$ cat config.mk
export PLATFORM = sky130hd
export DESIGN_NAME = size_class_pool_allocator
export DESIGN_NICKNAME = d
export VERILOG_FILES = /design/src/hdl/scpa_pkg.sv /design/src/hdl/size_class_pool_allocator.sv /design/src/hdl/scpa_ram.sv /design/src/hdl/scpa_regs.sv
export SDC_FILE = /design/constraint.sdc
export NUM_CORES = 2
export LEC_CHECK = 0
export ABC_AREA = 1
export BUFFER_PORTS_ARGS = -buffer_cell sky130_fd_sc_hd__buf_2
export CORE_ASPECT_RATIO = 0.9
export CORE_MARGIN = 3
export CORE_UTILIZATION = 40
export CTS_BUF_LIST = sky130_fd_sc_hd__clkbuf_8 sky130_fd_sc_hd__clkbuf_16
export DETAILED_ROUTE_END_ITERATION = 7
export GPL_TIMING_DRIVEN = 0
export PLACE_DENSITY = 0.62
export SLEW_MARGIN = 20
export SYNTH_ARGS = -nofsm -noshare
export SYNTH_HDL_FRONTEND = slang
export SYNTH_SLANG_ARGS = --single-unit
$ cat constraint.sdc
create_clock -name clk -period 16.03 [get_ports clk]
set_clock_uncertainty 0.05 [all_clocks]
set_input_delay 0.8015 -clock clk [delete_from_list [all_inputs] [get_ports clk]]
set_output_delay 0.8015 -clock clk [all_outputs]
set_load 0.01 [all_outputs]
$ cat src/hdl/scpa_pkg.sv
// shared types, codes and constants of the size class pool allocator
package scpa_pkg;

  // default sizing of the top level
  localparam int NUM_SHELVES_DEF      = 4;
  localparam int CHUNKS_PER_SHELF_DEF = 64;
  localparam int SIZE_BITS_DEF        = 16;

  // fixed field widths
  localparam int REQ_W      = 16;
  localparam int CNT_W      = 7;
  localparam int CTR_W      = 32;
  localparam int HEAD_MAX_W = 10;
  localparam int CLS_MAX_W  = 3;
  localparam int CFG_AW     = 3;
  localparam int CFG_DW     = 16;

  // register map
  localparam logic [CFG_AW-1:0] REG_SIZE_FIRST  = 3'd0;
  localparam logic [CFG_AW-1:0] REG_COUNT_FIRST = 3'd4;
  localparam int                REG_CLASSES     = 4;

  // reset values of the class registers and the free count saturation value
  localparam int               RST_SIZE_BASE = 16;
  localparam logic [CNT_W-1:0] RST_COUNT     = 7'd64;
  localparam logic [CNT_W-1:0] FREE_SAT      = 7'd127;

  // item functions
  localparam logic [1:0] FUNC_ALLOC = 2'd0;
  localparam logic [1:0] FUNC_FREE  = 2'd1;
  localparam logic [1:0] FUNC_QUERY = 2'd2;

  // result status
  localparam logic [1:0] STAT_OK    = 2'd0;
  localparam logic [1:0] STAT_NOFIT = 2'd1;
  localparam logic [1:0] STAT_EMPTY = 2'd2;

  typedef enum logic [1:0] {
    ST_IDLE,
    ST_STAT,
    ST_LINK
  } state_t;

  // per-class record held in the class memory
  typedef struct packed {
    logic [HEAD_MAX_W-1:0] head;
    logic [CNT_W-1:0]      free_left;
    logic [CNT_W-1:0]      low_water;
    logic [CTR_W-1:0]      allocs;
    logic [CTR_W-1:0]      frees;
    logic [CTR_W-1:0]      fails;
  } stats_t;

  // first fit result
  typedef struct packed {
    logic                 found;
    logic [CLS_MAX_W-1:0] cls;
  } fit_t;

  // class reinit request from a count register write
  typedef struct packed {
    logic                 valid;
    logic [CLS_MAX_W-1:0] cls;
  } reinit_t;

  // one result word
  typedef struct packed {
    logic [1:0]       status;
    logic [1:0]       grant_shelf;
    logic [5:0]       grant_chunk;
    logic [CNT_W-1:0] chunks_left;
    logic [CNT_W-1:0] peak_in_use;
    logic [CTR_W-1:0] alloc_total;
    logic [CTR_W-1:0] free_total;
    logic [CTR_W-1:0] fail_total;
    logic [REQ_W-1:0] largest_request;
    logic             counts_mismatch;
  } result_t;

endpackage

$ cat src/hdl/size_class_pool_allocator.sv
// top level of the size class pool allocator
//
// pool allocator with NUM_SHELVES size classes of up to CHUNKS_PER_SHELF chunks
// each; every class keeps a lifo free list of chunk indices. one item is in work
// at a time: a free, a query, a refused allocate or an exhausted allocate
// reads its class record and then loads its result word; a granted allocate
// also reads the link memory before its word is loaded, because the class
// record read from the class memory gives the list head, which then
// addresses the link memory. both memories have a registered read.
// a pending result sits in an output register, so the next item is accepted
// while it waits; the following result waits until the register is taken.
// configuration writes are always accepted and take effect at once; a write to
// a count register reinitializes its class through valid bits (one per class
// record, one per link entry) so no clearing pass is needed after reset or
// reinit.
module size_class_pool_allocator import scpa_pkg::*; #(
  parameter int NUM_SHELVES      = NUM_SHELVES_DEF,
  parameter int CHUNKS_PER_SHELF = CHUNKS_PER_SHELF_DEF,
  parameter int SIZE_BITS        = SIZE_BITS_DEF
) (
  input  logic              clk,
  input  logic              rst_n,
  // input words
  input  logic              in_valid,
  output logic              in_ready,
  input  logic [1:0]        in_func,
  input  logic [REQ_W-1:0]  in_request_size,
  input  logic [1:0]        in_handle_shelf,
  input  logic [5:0]        in_handle_chunk,
  // result words
  output logic              out_valid,
  input  logic              out_ready,
  output logic [1:0]        out_status,
  output logic [1:0]        out_grant_shelf,
  output logic [5:0]        out_grant_chunk,
  output logic [CNT_W-1:0]  out_chunks_left,
  output logic [CNT_W-1:0]  out_peak_in_use,
  output logic [CTR_W-1:0]  out_alloc_total,
  output logic [CTR_W-1:0]  out_free_total,
  output logic [CTR_W-1:0]  out_fail_total,
  output logic [REQ_W-1:0]  out_largest_request,
  output logic              out_counts_mismatch,
  // configuration words
  input  logic              cfg_valid,
  output logic              cfg_ready,
  input  logic [CFG_AW-1:0] cfg_index,
  input  logic [CFG_DW-1:0] cfg_data
);

  localparam int SHELF_W    = (NUM_SHELVES > 1) ? $clog2(NUM_SHELVES) : 1;
  localparam int CHUNK_W    = (CHUNKS_PER_SHELF > 1) ? $clog2(CHUNKS_PER_SHELF) : 1;
  localparam int LINK_DEPTH = NUM_SHELVES << CHUNK_W;
  localparam int LINK_AW    = (LINK_DEPTH > 1) ? $clog2(LINK_DEPTH) : 1;
  localparam logic [REQ_W-1:0] REQ_MASK =
    (SIZE_BITS >= REQ_W) ? '1 : REQ_W'((33'd1 << SIZE_BITS) - 33'd1);

  // control state
  state_t state_r, state_nxt;
  logic   out_valid_r;
  logic   out_free;
  logic   accept;

  // captured item
  logic [1:0]           func_r;
  logic                 found_r;
  logic [SHELF_W-1:0]   cls_r;
  logic                 hs_ok_r;
  logic [5:0]           hc_r;
  logic [REQ_W-1:0]     largest_r;

  // valid bits; a clear bit reads as the initial value
  logic [NUM_SHELVES-1:0] stat_vld_r;
  logic [LINK_DEPTH-1:0]  link_vld_r;
  logic                   stat_vld_rd_r;
  logic                   link_vld_rd_r;
  logic [CHUNK_W-1:0]     link_def_r;

  // register block
  fit_t             fit;
  reinit_t          reinit;
  logic [CNT_W-1:0] eff;
  logic [REQ_W-1:0] req_m;

  // class memory
  logic               stat_re, stat_we;
  logic [SHELF_W-1:0] stat_raddr;
  stats_t             stat_wdata, stat_rdata, cur;

  // link memory
  logic               link_re, link_we;
  logic [LINK_AW-1:0] link_raddr, link_waddr;
  logic [CHUNK_W-1:0] link_wdata, link_rdata, link_val;

  // misc datapath
  logic [CLS_MAX_W-1:0] cls_in;
  logic [15:0]          hc_wide;
  logic [CHUNK_W-1:0]   hc_idx;
  logic [CHUNK_W-1:0]   cur_head;
  logic                 hc_ok;
  logic [CNT_W-1:0]     fl_dec;
  logic [3:0]           cls_wide;
  logic [15:0]          head_wide;
  logic [15:0]          link_def_wide;
  result_t              res_nxt, res_r;

  assign accept    = in_valid && in_ready;
  assign in_ready  = (state_r == ST_IDLE);
  assign cfg_ready = 1'b1;
  assign out_free  = !out_valid_r || out_ready;
  assign req_m     = in_request_size & REQ_MASK;

  scpa_regs #(
    .NUM_SHELVES     (NUM_SHELVES),
    .CHUNKS_PER_SHELF(CHUNKS_PER_SHELF),
    .SIZE_BITS       (SIZE_BITS)
  ) u_regs (
    .clk      (clk),
    .rst_n    (rst_n),
    .cfg_valid(cfg_valid),
    .cfg_index(cfg_index),
    .cfg_data (cfg_data),
    .req      (req_m),
    .sel_cls  (cls_r),
    .fit      (fit),
    .eff_count(eff),
    .reinit   (reinit)
  );

  scpa_ram #(
    .WIDTH($bits(stats_t)),
    .DEPTH(NUM_SHELVES)
  ) u_stat_ram (
    .clk  (clk),
    .we   (stat_we),
    .waddr(cls_r),
    .wdata(stat_wdata),
    .re   (stat_re),
    .raddr(stat_raddr),
    .rdata(stat_rdata)
  );

  scpa_ram #(
    .WIDTH(CHUNK_W),
    .DEPTH(LINK_DEPTH)
  ) u_link_ram (
    .clk  (clk),
    .we   (link_we),
    .waddr(link_waddr),
    .wdata(link_wdata),
    .re   (link_re),
    .raddr(link_raddr),
    .rdata(link_rdata)
  );

  // class of the item: first fit for an allocate, the handle otherwise
  assign cls_in = (in_func == FUNC_ALLOC) ? fit.cls : {1'b0, in_handle_shelf};

  // class record as seen by this item
  always_comb begin
    if (stat_vld_rd_r) begin
      cur = stat_rdata;
    end else begin
      cur           = '0;
      cur.free_left = eff;
      cur.low_water = eff;
    end
  end

  assign cur_head  = cur.head[CHUNK_W-1:0];
  assign hc_wide   = {10'd0, hc_r};
  assign hc_idx    = hc_wide[CHUNK_W-1:0];
  assign hc_ok     = hs_ok_r && ({1'b0, hc_r} < eff);
  assign link_val  = link_vld_rd_r ? link_rdata : link_def_r;
  assign fl_dec    = cur.free_left - 1'b1;
  assign cls_wide  = 4'(cls_r);
  assign head_wide = 16'(cur_head);
  assign link_def_wide = 16'(cur_head);

  // next state
  always_comb begin
    state_nxt = state_r;
    case (state_r)
      ST_IDLE: begin
        if (accept) begin
          state_nxt = ST_STAT;
        end
      end
      ST_STAT: begin
        if (func_r == FUNC_ALLOC && found_r && cur.free_left != '0) begin
          state_nxt = ST_LINK;
        end else if (out_free) begin
          state_nxt = ST_IDLE;
        end
      end
      ST_LINK: begin
        if (out_free) begin
          state_nxt = ST_IDLE;
        end
      end
      default: state_nxt = ST_IDLE;
    endcase
  end

  // memory accesses and the result word
  always_comb begin
    stat_re    = 1'b0;
    stat_raddr = cls_in[SHELF_W-1:0];
    stat_we    = 1'b0;
    stat_wdata = cur;
    link_re    = 1'b0;
    link_raddr = LINK_AW'({cls_r, cur_head});
    link_we    = 1'b0;
    link_waddr = LINK_AW'({cls_r, hc_idx});
    link_wdata = cur_head;
    res_nxt    = '0;
    case (state_r)
      ST_IDLE: begin
        stat_re = accept;
      end
      ST_STAT: begin
        case (func_r)
          FUNC_ALLOC: begin
            if (!found_r) begin
              res_nxt.status = STAT_NOFIT;
            end else if (cur.free_left == '0) begin
              // exhausted class counts a failure
              res_nxt.status    = STAT_EMPTY;
              stat_we           = out_free;
              stat_wdata.fails  = cur.fails + 1'b1;
            end else begin
              // fetch the link of the head chunk
              link_re = 1'b1;
            end
          end
          FUNC_FREE: begin
            // push the chunk; a bad handle is dropped silently
            if (hc_ok) begin
              stat_we              = out_free;
              link_we              = out_free;
              stat_wdata.head      = HEAD_MAX_W'(hc_idx);
              stat_wdata.free_left = (cur.free_left < FREE_SAT) ?
                                     cur.free_left + 1'b1 : cur.free_left;
              stat_wdata.frees     = cur.frees + 1'b1;
            end
          end
          FUNC_QUERY: begin
            if (hs_ok_r) begin
              res_nxt.chunks_left     = cur.free_left;
              res_nxt.peak_in_use     = (eff >= cur.low_water) ?
                                        eff - cur.low_water : '0;
              res_nxt.alloc_total     = cur.allocs;
              res_nxt.free_total      = cur.frees;
              res_nxt.fail_total      = cur.fails;
              res_nxt.largest_request = largest_r;
              res_nxt.counts_mismatch = (cur.allocs != cur.frees);
            end
          end
          default: begin
            res_nxt = '0;
          end
        endcase
      end
      ST_LINK: begin
        // pop: the link becomes the new head
        stat_we              = out_free;
        stat_wdata.head      = HEAD_MAX_W'(link_val);
        stat_wdata.free_left = fl_dec;
        stat_wdata.low_water = (fl_dec < cur.low_water) ? fl_dec : cur.low_water;
        stat_wdata.allocs    = cur.allocs + 1'b1;
        res_nxt.status       = STAT_OK;
        res_nxt.grant_shelf  = cls_wide[1:0];
        res_nxt.grant_chunk  = head_wide[5:0];
      end
      default: begin
        res_nxt = '0;
      end
    endcase
  end

  // result is loaded when the item finishes and the output register is free
  logic out_load;
  assign out_load = out_free &&
                    ((state_r == ST_LINK) ||
                     (state_r == ST_STAT && state_nxt == ST_IDLE));

  always_ff @(posedge clk) begin
    if (!rst_n) begin
      state_r     <= ST_IDLE;
      out_valid_r <= 1'b0;
    end else begin
      state_r <= state_nxt;
      if (out_load) begin
        out_valid_r <= 1'b1;
      end else if (out_ready) begin
        out_valid_r <= 1'b0;
      end
    end
  end

  always_ff @(posedge clk) begin
    if (out_load) begin
      res_r <= res_nxt;
    end
  end

  // item capture
  always_ff @(posedge clk) begin
    if (accept) begin
      func_r        <= in_func;
      found_r       <= fit.found;
      cls_r         <= cls_in[SHELF_W-1:0];
      hs_ok_r       <= (32'(in_handle_shelf) < NUM_SHELVES);
      hc_r          <= in_handle_chunk;
      stat_vld_rd_r <= stat_vld_r[cls_in[SHELF_W-1:0]];
    end
    if (link_re) begin
      link_vld_rd_r <= link_vld_r[link_raddr];
      link_def_r    <= (32'(cur_head) == 32'(CHUNKS_PER_SHELF - 1)) ?
                       '0 : link_def_wide[CHUNK_W-1:0] + 1'b1;
    end
  end

  // largest request, failed ones included
  always_ff @(posedge clk) begin
    if (!rst_n) begin
      largest_r <= '0;
    end else if (accept && in_func == FUNC_ALLOC && req_m > largest_r) begin
      largest_r <= req_m;
    end
  end

  // valid bits: cleared by reset or class reinit, set by a write
  always_ff @(posedge clk) begin
    if (!rst_n) begin
      stat_vld_r <= '0;
      link_vld_r <= '0;
    end else begin
      if (reinit.valid) begin
        for (int s = 0; s < NUM_SHELVES; s++) begin
          if (s == int'(reinit.cls)) begin
            stat_vld_r[s] <= 1'b0;
          end
        end
        for (int i = 0; i < LINK_DEPTH; i++) begin
          if ((i >> CHUNK_W) == int'(reinit.cls)) begin
            link_vld_r[i] <= 1'b0;
          end
        end
      end
      if (stat_we) begin
        stat_vld_r[cls_r] <= 1'b1;
      end
      if (link_we) begin
        link_vld_r[link_waddr] <= 1'b1;
      end
    end
  end

  assign out_valid           = out_valid_r;
  assign out_status          = res_r.status;
  assign out_grant_shelf     = res_r.grant_shelf;
  assign out_grant_chunk     = res_r.grant_chunk;
  assign out_chunks_left     = res_r.chunks_left;
  assign out_peak_in_use     = res_r.peak_in_use;
  assign out_alloc_total     = res_r.alloc_total;
  assign out_free_total      = res_r.free_total;
  assign out_fail_total      = res_r.fail_total;
  assign out_largest_request = res_r.largest_request;
  assign out_counts_mismatch = res_r.counts_mismatch;

endmodule

$ cat src/hdl/scpa_ram.sv
// generic single write port, single read port ram with registered read
module scpa_ram #(
  parameter int WIDTH = 8,
  parameter int DEPTH = 16,
  localparam int AW = (DEPTH > 1) ? $clog2(DEPTH) : 1
) (
  input  logic             clk,
  input  logic             we,
  input  logic [AW-1:0]    waddr,
  input  logic [WIDTH-1:0] wdata,
  input  logic             re,
  input  logic [AW-1:0]    raddr,
  output logic [WIDTH-1:0] rdata
);

  logic [WIDTH-1:0] mem [DEPTH];

  always_ff @(posedge clk) begin
    if (we) begin
      mem[waddr] <= wdata;
    end
    if (re) begin
      rdata <= mem[raddr];
    end
  end

endmodule

$ cat src/hdl/scpa_regs.sv
// class size and count registers, first fit selection and effective count
module scpa_regs import scpa_pkg::*; #(
  parameter int NUM_SHELVES      = NUM_SHELVES_DEF,
  parameter int CHUNKS_PER_SHELF = CHUNKS_PER_SHELF_DEF,
  parameter int SIZE_BITS        = SIZE_BITS_DEF,
  localparam int SHELF_W = (NUM_SHELVES > 1) ? $clog2(NUM_SHELVES) : 1
) (
  input  logic               clk,
  input  logic               rst_n,
  input  logic               cfg_valid,
  input  logic [CFG_AW-1:0]  cfg_index,
  input  logic [CFG_DW-1:0]  cfg_data,
  input  logic [REQ_W-1:0]   req,
  input  logic [SHELF_W-1:0] sel_cls,
  output fit_t               fit,
  output logic [CNT_W-1:0]   eff_count,
  output reinit_t            reinit
);

  localparam int CMP_W = (SIZE_BITS > REQ_W) ? SIZE_BITS : REQ_W;

  logic [SIZE_BITS-1:0] size_r  [NUM_SHELVES];
  logic [CNT_W-1:0]     count_r [NUM_SHELVES];
  logic [CFG_AW-1:0]    cnt_slot;
  logic [31:0]          cfg_wide;
  logic [CNT_W-1:0]     cnt_sel;

  function automatic logic [SIZE_BITS-1:0] rst_size(input int s);
    logic [31:0] v;
    begin
      v = 32'(RST_SIZE_BASE) << (2 * s);
      rst_size = (s < REG_CLASSES) ? v[SIZE_BITS-1:0] : '1;
    end
  endfunction

  assign cnt_slot = cfg_index - REG_COUNT_FIRST;
  assign cfg_wide = {16'd0, cfg_data};

  always_ff @(posedge clk) begin
    if (!rst_n) begin
      for (int s = 0; s < NUM_SHELVES; s++) begin
        size_r[s]  <= rst_size(s);
        count_r[s] <= (s < REG_CLASSES) ? RST_COUNT : '0;
      end
    end else if (cfg_valid) begin
      for (int s = 0; s < NUM_SHELVES; s++) begin
        if (s < REG_CLASSES) begin
          if (cfg_index < REG_COUNT_FIRST && cfg_index == CFG_AW'(s)) begin
            size_r[s] <= cfg_wide[SIZE_BITS-1:0];
          end
          if (cfg_index >= REG_COUNT_FIRST && cnt_slot == CFG_AW'(s)) begin
            count_r[s] <= cfg_data[CNT_W-1:0];
          end
        end
      end
    end
  end

  always_comb begin
    reinit.valid = cfg_valid && (cfg_index >= REG_COUNT_FIRST) &&
                   (32'(cnt_slot) < NUM_SHELVES);
    reinit.cls   = CLS_MAX_W'(cnt_slot);
  end

  // lowest class index wins
  always_comb begin
    fit = '0;
    for (int s = NUM_SHELVES - 1; s >= 0; s--) begin
      if (CMP_W'(size_r[s]) >= CMP_W'(req)) begin
        fit.found = 1'b1;
        fit.cls   = CLS_MAX_W'(s);
      end
    end
  end

  assign cnt_sel   = count_r[sel_cls];
  assign eff_count = (32'(cnt_sel) > 32'(CHUNKS_PER_SHELF)) ?
                     CNT_W'(CHUNKS_PER_SHELF) : cnt_sel;

endmodule

# --- Word level (Yosys, flattened, before mapping) ---
# Memory sizes are Yosys's and may differ from the RTL's. A register that Yosys moved wholly into a read port is not among the register bits.
# Index checks and enable logic that the tools add are counted.
totals:
  regBits: 435
  latchBits: 0
  ram_bits: 2108
  rom_bits: 0
  inputBits: 50
  output_inout_bits: 140
  memories: 4
classes:
  add_sub_neg: 8
  n_mul: 0
  n_div: 0
  order_cmp: 19
  n_eq_ne: 15
  shifts: 0
  n_mux: 362
  n_bitwise: 10
  n_reduce_logical: 35
memory_table:
  columns: ["memory", "depth", "word_bits", "read_ports", "rd_ports_with_merged_regs", "wr", "line_no", "text"]
  rows:
  - ["u_link_ram.mem", 256, 6, 1, 1, 1, "scpa_ram.sv:16", "logic [WIDTH-1:0] mem [DEPTH];"]
  - ["u_stat_ram.mem", 4, 120, 1, 1, 1, "scpa_ram.sv:16", null]
  - ["u_regs.size_r", 4, 16, 4, 0, 4, "scpa_regs.sv:22", "logic [SIZE_BITS-1:0] size_r [NUM_SHELVES];"]
  - ["u_regs.count_r", 4, 7, 1, 1, 4, "scpa_regs.sv:23", "logic [CNT_W-1:0] count_r [NUM_SHELVES];"]
ops:
  columns: ["cell", "count"]
  rows:
  - ["$mux W256", 3]
  - ["$mux W1", 313]
  - ["$or A256 B256 Y256", 1]
  - ["$mux W32", 5]
  - ["$mux W120", 1]
  - ["$add A32 B1 Y32 const B", 3]
  - ["$ge A16 B16 Y1", 4]
  - ["$mux W16", 4]
  - ["$mux W64", 1]
  - ["$mux W7", 7]
  - ["$mux W39", 1]
  - ["$mux W17", 2]
  - ["$pmux W17 S2", 1]
  - ["$ne A32 B32 Y1", 1]
  - ["$mux W2", 11]
  - ["$pmux W10 S2", 1]
  - ["$logic_and A1 B1 Y1", 19]
  - ["$lt A8 B9 Y1 const B", 2]
  - ["$gt A16 B16 Y1", 1]
  - ["$mux W4", 4]
  - ["$eq A3 B2 Y1 const B", 4]
  - ["$logic_not A3 Y1", 3]
  - ["$bmux W1 S8", 1]
  - ["$demux W1 S8", 1]
  - ["other kinds (37)", 55]

# --- Depth between registers and ports, before layout ---
depth:
  word_depth: 12
  mapped_depth: 27

# --- By module ---
# A second synthesis with hierarchy kept.
hier_totals:
  hier_cells: 11316
  hier_area_um2: 116457.9
modules_own_cells:
  columns: ["mod", "instances", "cells_each", "area_each_um2"]
  rows:
  - ["scpa_ram (u_link_ram)", 1, 5386, 63261.9]
  - ["size_class_pool_allocator", 1, 3375, 24153.2]
  - ["scpa_ram (u_stat_ram)", 1, 2008, 23821.6]
  - ["scpa_regs", 1, 547, 5221.3]

# --- Worst setup path after synthesis ---
# No wires, ideal clock.
synth_path:
  path_type: "register -> register"
  startpoint: "register (tool-made name)"
  endpoint: "register res_r, in the netlist out_alloc_total[0], enable pin"
  setup_time_ps: 679
  arrival_ps: 8752
  t_required_ps: 15301
  slack_ps: 6549
  stages_incl_launch_ff: 19
  n_path_buf: 1
  period_less_slack_ps: 9481
  path_cell_list: "dfxtp_1 inv_2 buf_6 nand2_1 nand3_1 nand2_1 inv_2 nand3_1 o21ai_2 inv_1 ha_1 nand3_2 nor2_4 nand2_4 nand3_1 nand2_1 a21oi_1 nand2_1 a21oi_1"
synth_lines:
  columns: ["element", "line_no", "text"]
  rows:
  - ["end signal, assigned", "size_class_pool_allocator.sv:302", "res_r <= res_nxt;"]
  - ["end, declared", "size_class_pool_allocator.sv:104", "result_t res_nxt, res_r;"]

==> out/qor.yml <==
grtUsageTotal_pct: 25.6
vias_per_cell: 5.87
required_ns: 16.64
outcome: "completed"
htree_levels: 5
numCtsBuffers: 286
startpoint: "stat_vld_rd_r$_DFFE_PP_"
timing.rr.end: "u_link_ram.rdata[4]$_DFFE_PP_"
ff2ff_setup_slack_ns: 10.10
area_delta_synth_final_pct: 14.9
synthTopCellsByCount: "edfxtp_1, nor2_1, nand2_1, o21ai_0, clkbuf_1"
drt-pass1-iter-count: 8
arrival_ns: 6.55
hp-class: "in -> reg"
path_max_fanout: 55
ff2ff_path_depth: 13
tightest_slew_ns: 1.32
ys_warn_count: 0
synth.distinct_cells: 53
synthTopCellsByArea: "edfxtp_1, dfxtp_1, nor2_1, o21ai_0, nand2_1"
die_y_um: 506
dr_total_vias: 81900
max-vdd-ir-drop_mv: 0.0852
yosysTopAreaCellShare_pct: 64.2
setup_viol: 0
core_mm2: 0.275
critPathCaptureType: "flop"
r2r-start: "stat_vld_rd_r$_DFFE_PP_"
grt_pass1_vias: 76600
drt_wl_total_um: 378000
period_minus_slack_ns: 5.93
power.density_mw_per_mm2: 126
dp_hpwl_um: 269000
yosysSeqAreaShare_pct: 69.2
clk_latency_ns: 0.88
setup_tns_ns: 0
synth_flop_cell: "edfxtp_1"
synth_nets: 9635
drc: 0
yosysTopAreaCell: "edfxtp_1"
overflow: 0
nets: 10200
grt_max_degree: 107
routedWlPerCell_um: 27.1
postCtsSetupBuffers: 0
synth_edf_count: 2370
relSlewSlack_pct: 11.7
drt-initial-drc-count: 12600
fp.dieW_um: 561
max_freq_mhz: 168
io_buffers: 187
cts_root_buf: "clkbuf_16"
rows: 182
yosysMostFrequentCell: "edfxtp_1"
cp-endpoint: "u_link_ram.rdata[4]$_DFFE_PP_"
die-area_mm2: 0.284
path_clk_slew_ns: 0.06
ant_nets: 0
drv_cap: 0
grt_pass1_wl_um: 535000
post_cts_resized: 0
synth_area_mm2: 0.111
p_leak_nw: 44.7
grt_setup_unrepaired: "false"
ys_seq_elements: 2651
hold_viol: 0
synthArstFlopShare_pct: 0
cts_tree: "built"
io_pins: 190
worstSetupPathType: "reg -> reg"
finalMaxSlewViolations: 0
ctsHoldBuffers: 0
crit_path_start_kind: "flop"
post-route-util_pct: 46.4
cts_buffer_depth: 4
place_area_mm2: 0.118
final_area_mm2: 0.127
syn_area_per_cell_um2: 11.7
start_util_pct: 40.4
grt_antenna_before_repair: 21
drive_above_1_share_pct: 8.91
cts_sinks: 2651
gp_congestion: 0.985
synthCells: 9476
period_share_pct: 37.0
sequential cells by signal, summed over array words and instances (netlist names), 7 cells and up, named ones only:
signal and cells:
largest_r 16, link_vld_r 256, out_alloc_total 32, out_chunks_left 7, out_fail_total 32, out_free_total 32
out_largest_request 16, out_peak_in_use 7, u_link_ram.mem 1536, u_regs.count_r 28, u_regs.size_r 64, u_stat_ram.mem 464
u_stat_ram.rdata 116
worst min path at each step:
| stage | to | depth (start not counted) | slack [ns] | start |
|---|---|---|---|---|
| floorplan | stat_vld_r[2]$_SDFF_PN0_ | 2 | 0.37 | stat_vld_r[2]$_SDFF_PN0_ |
| global placement | link_vld_r[249]$_SDFF_PN0_ | 2 | 0.38 | link_vld_r[249]$_SDFF_PN0_ |
| detailed placement | link_vld_r[238]$_SDFF_PN0_ | 2 | 0.39 | link_vld_r[238]$_SDFF_PN0_ |
| CTS | hc_idx[1]$_DFFE_PP_ | 1 | 0.15 | in_handle_chunk[1] |
| global route | hc_idx[1]$_DFFE_PP_ | 1 | 0.13 | in_handle_chunk[1] |
| finish | hc_idx[3]$_DFFE_PP_ | 1 | 0.16 | in_handle_chunk[3] |
metal layers:
| layer | routed length, um | up-vias | share of wire, % | global-route usage, % |
|---|---|---|---|---|
| met5 | 41 | - | 0.011 | 0 |
| met4 | 18500 | 6 | 4.9 | 11.4 |
| met3 | 48800 | 849 | 13 | 7.02 |
| met2 | 159000 | 5352 | 42 | 37.0 |
| met1 | 151000 | 40300 | 40 | 36.1 |
| li1 | - | 35400 | - | - |
layout make-up:
class,instances,area (um^2)
clock inverter,207,1720
timing repair buffer,254,2550
tap,3680,4600
sequential,2651,76800
fill,24600,147000
antenna,21,52.6
clock buffer,307,7470
buffer,627,2530
multi-input combinational,5671,29800
inverter,527,2000
placed cells by master, fill, tap and decap left out, types with 37 or more instances in the layout:
master,instances
edfxtp_1,2370
nor2_1,1473
nand2_1,1069
o21ai_0,969
inv_1,566
clkbuf_1,496
nand3_1,494
clkbuf_16,288
dfxtp_1,281
o22ai_1,252
nand3b_1,234
o221ai_1,229
o211ai_1,227
buf_2,222
a22o_1,157
ha_1,108
a21oi_1,90
nor2_2,76
xor2_1,64
nor3_1,53
clkinv_2,53
buf_1,43
nand4_1,39
clkinv_1,37
buf_16,37
worst max-delay path: stages (launching register included):
cell and delay (ns):
edfxtp_1 0.32, buf_4 0.23, buf_2 0.50, buf_2 0.49, buf_1 0.89, nand2_1 0.89
inv_1 0.33, clkbuf_4 0.56, buf_16 0.34, buf_12 0.28, nand3_1 0.11, nand2_1 0.20
nand2_1 0.14, nand4_1 0.30
per-stage QoR:
step	instances	hold WS [ns]	setup WS [ns]	total power [mW]
2_1_floorplan	9476	0.368	6.55	8.80
3_3_place_gp	13300	0.382	-0.124	9.59
3_5_place_dp	13400	0.386	9.87	9.57
4_1_cts	13900	0.147	9.88	16.0
5_1_grt	13900	0.134	10.04	16.4
6_report	13900	0.163	10.10	16.0
cell families (layout without fill, tap and decap cells):
family          after synthesis  in the layout  share of synthesized area, %
simple gates               3509           3509                          13.8
flops                      2651           2651                          69.2
compound gates             1959           1959                          11.0
buf+inv                    1154           1922                          4.01
fa+ha+maj                   109            109                          1.24
xor+xnor                     93             93                         0.734
other cells                   1             22                       0.00338
power by group:
group,total [mW],internal (mW),switching [mW]
Clock,6.52,3.73,2.78
Combinational,1.78,0.422,1.36
Sequential,7.71,7.67,0.0429
No activity file was read; power rests on OpenSTA's default activity.
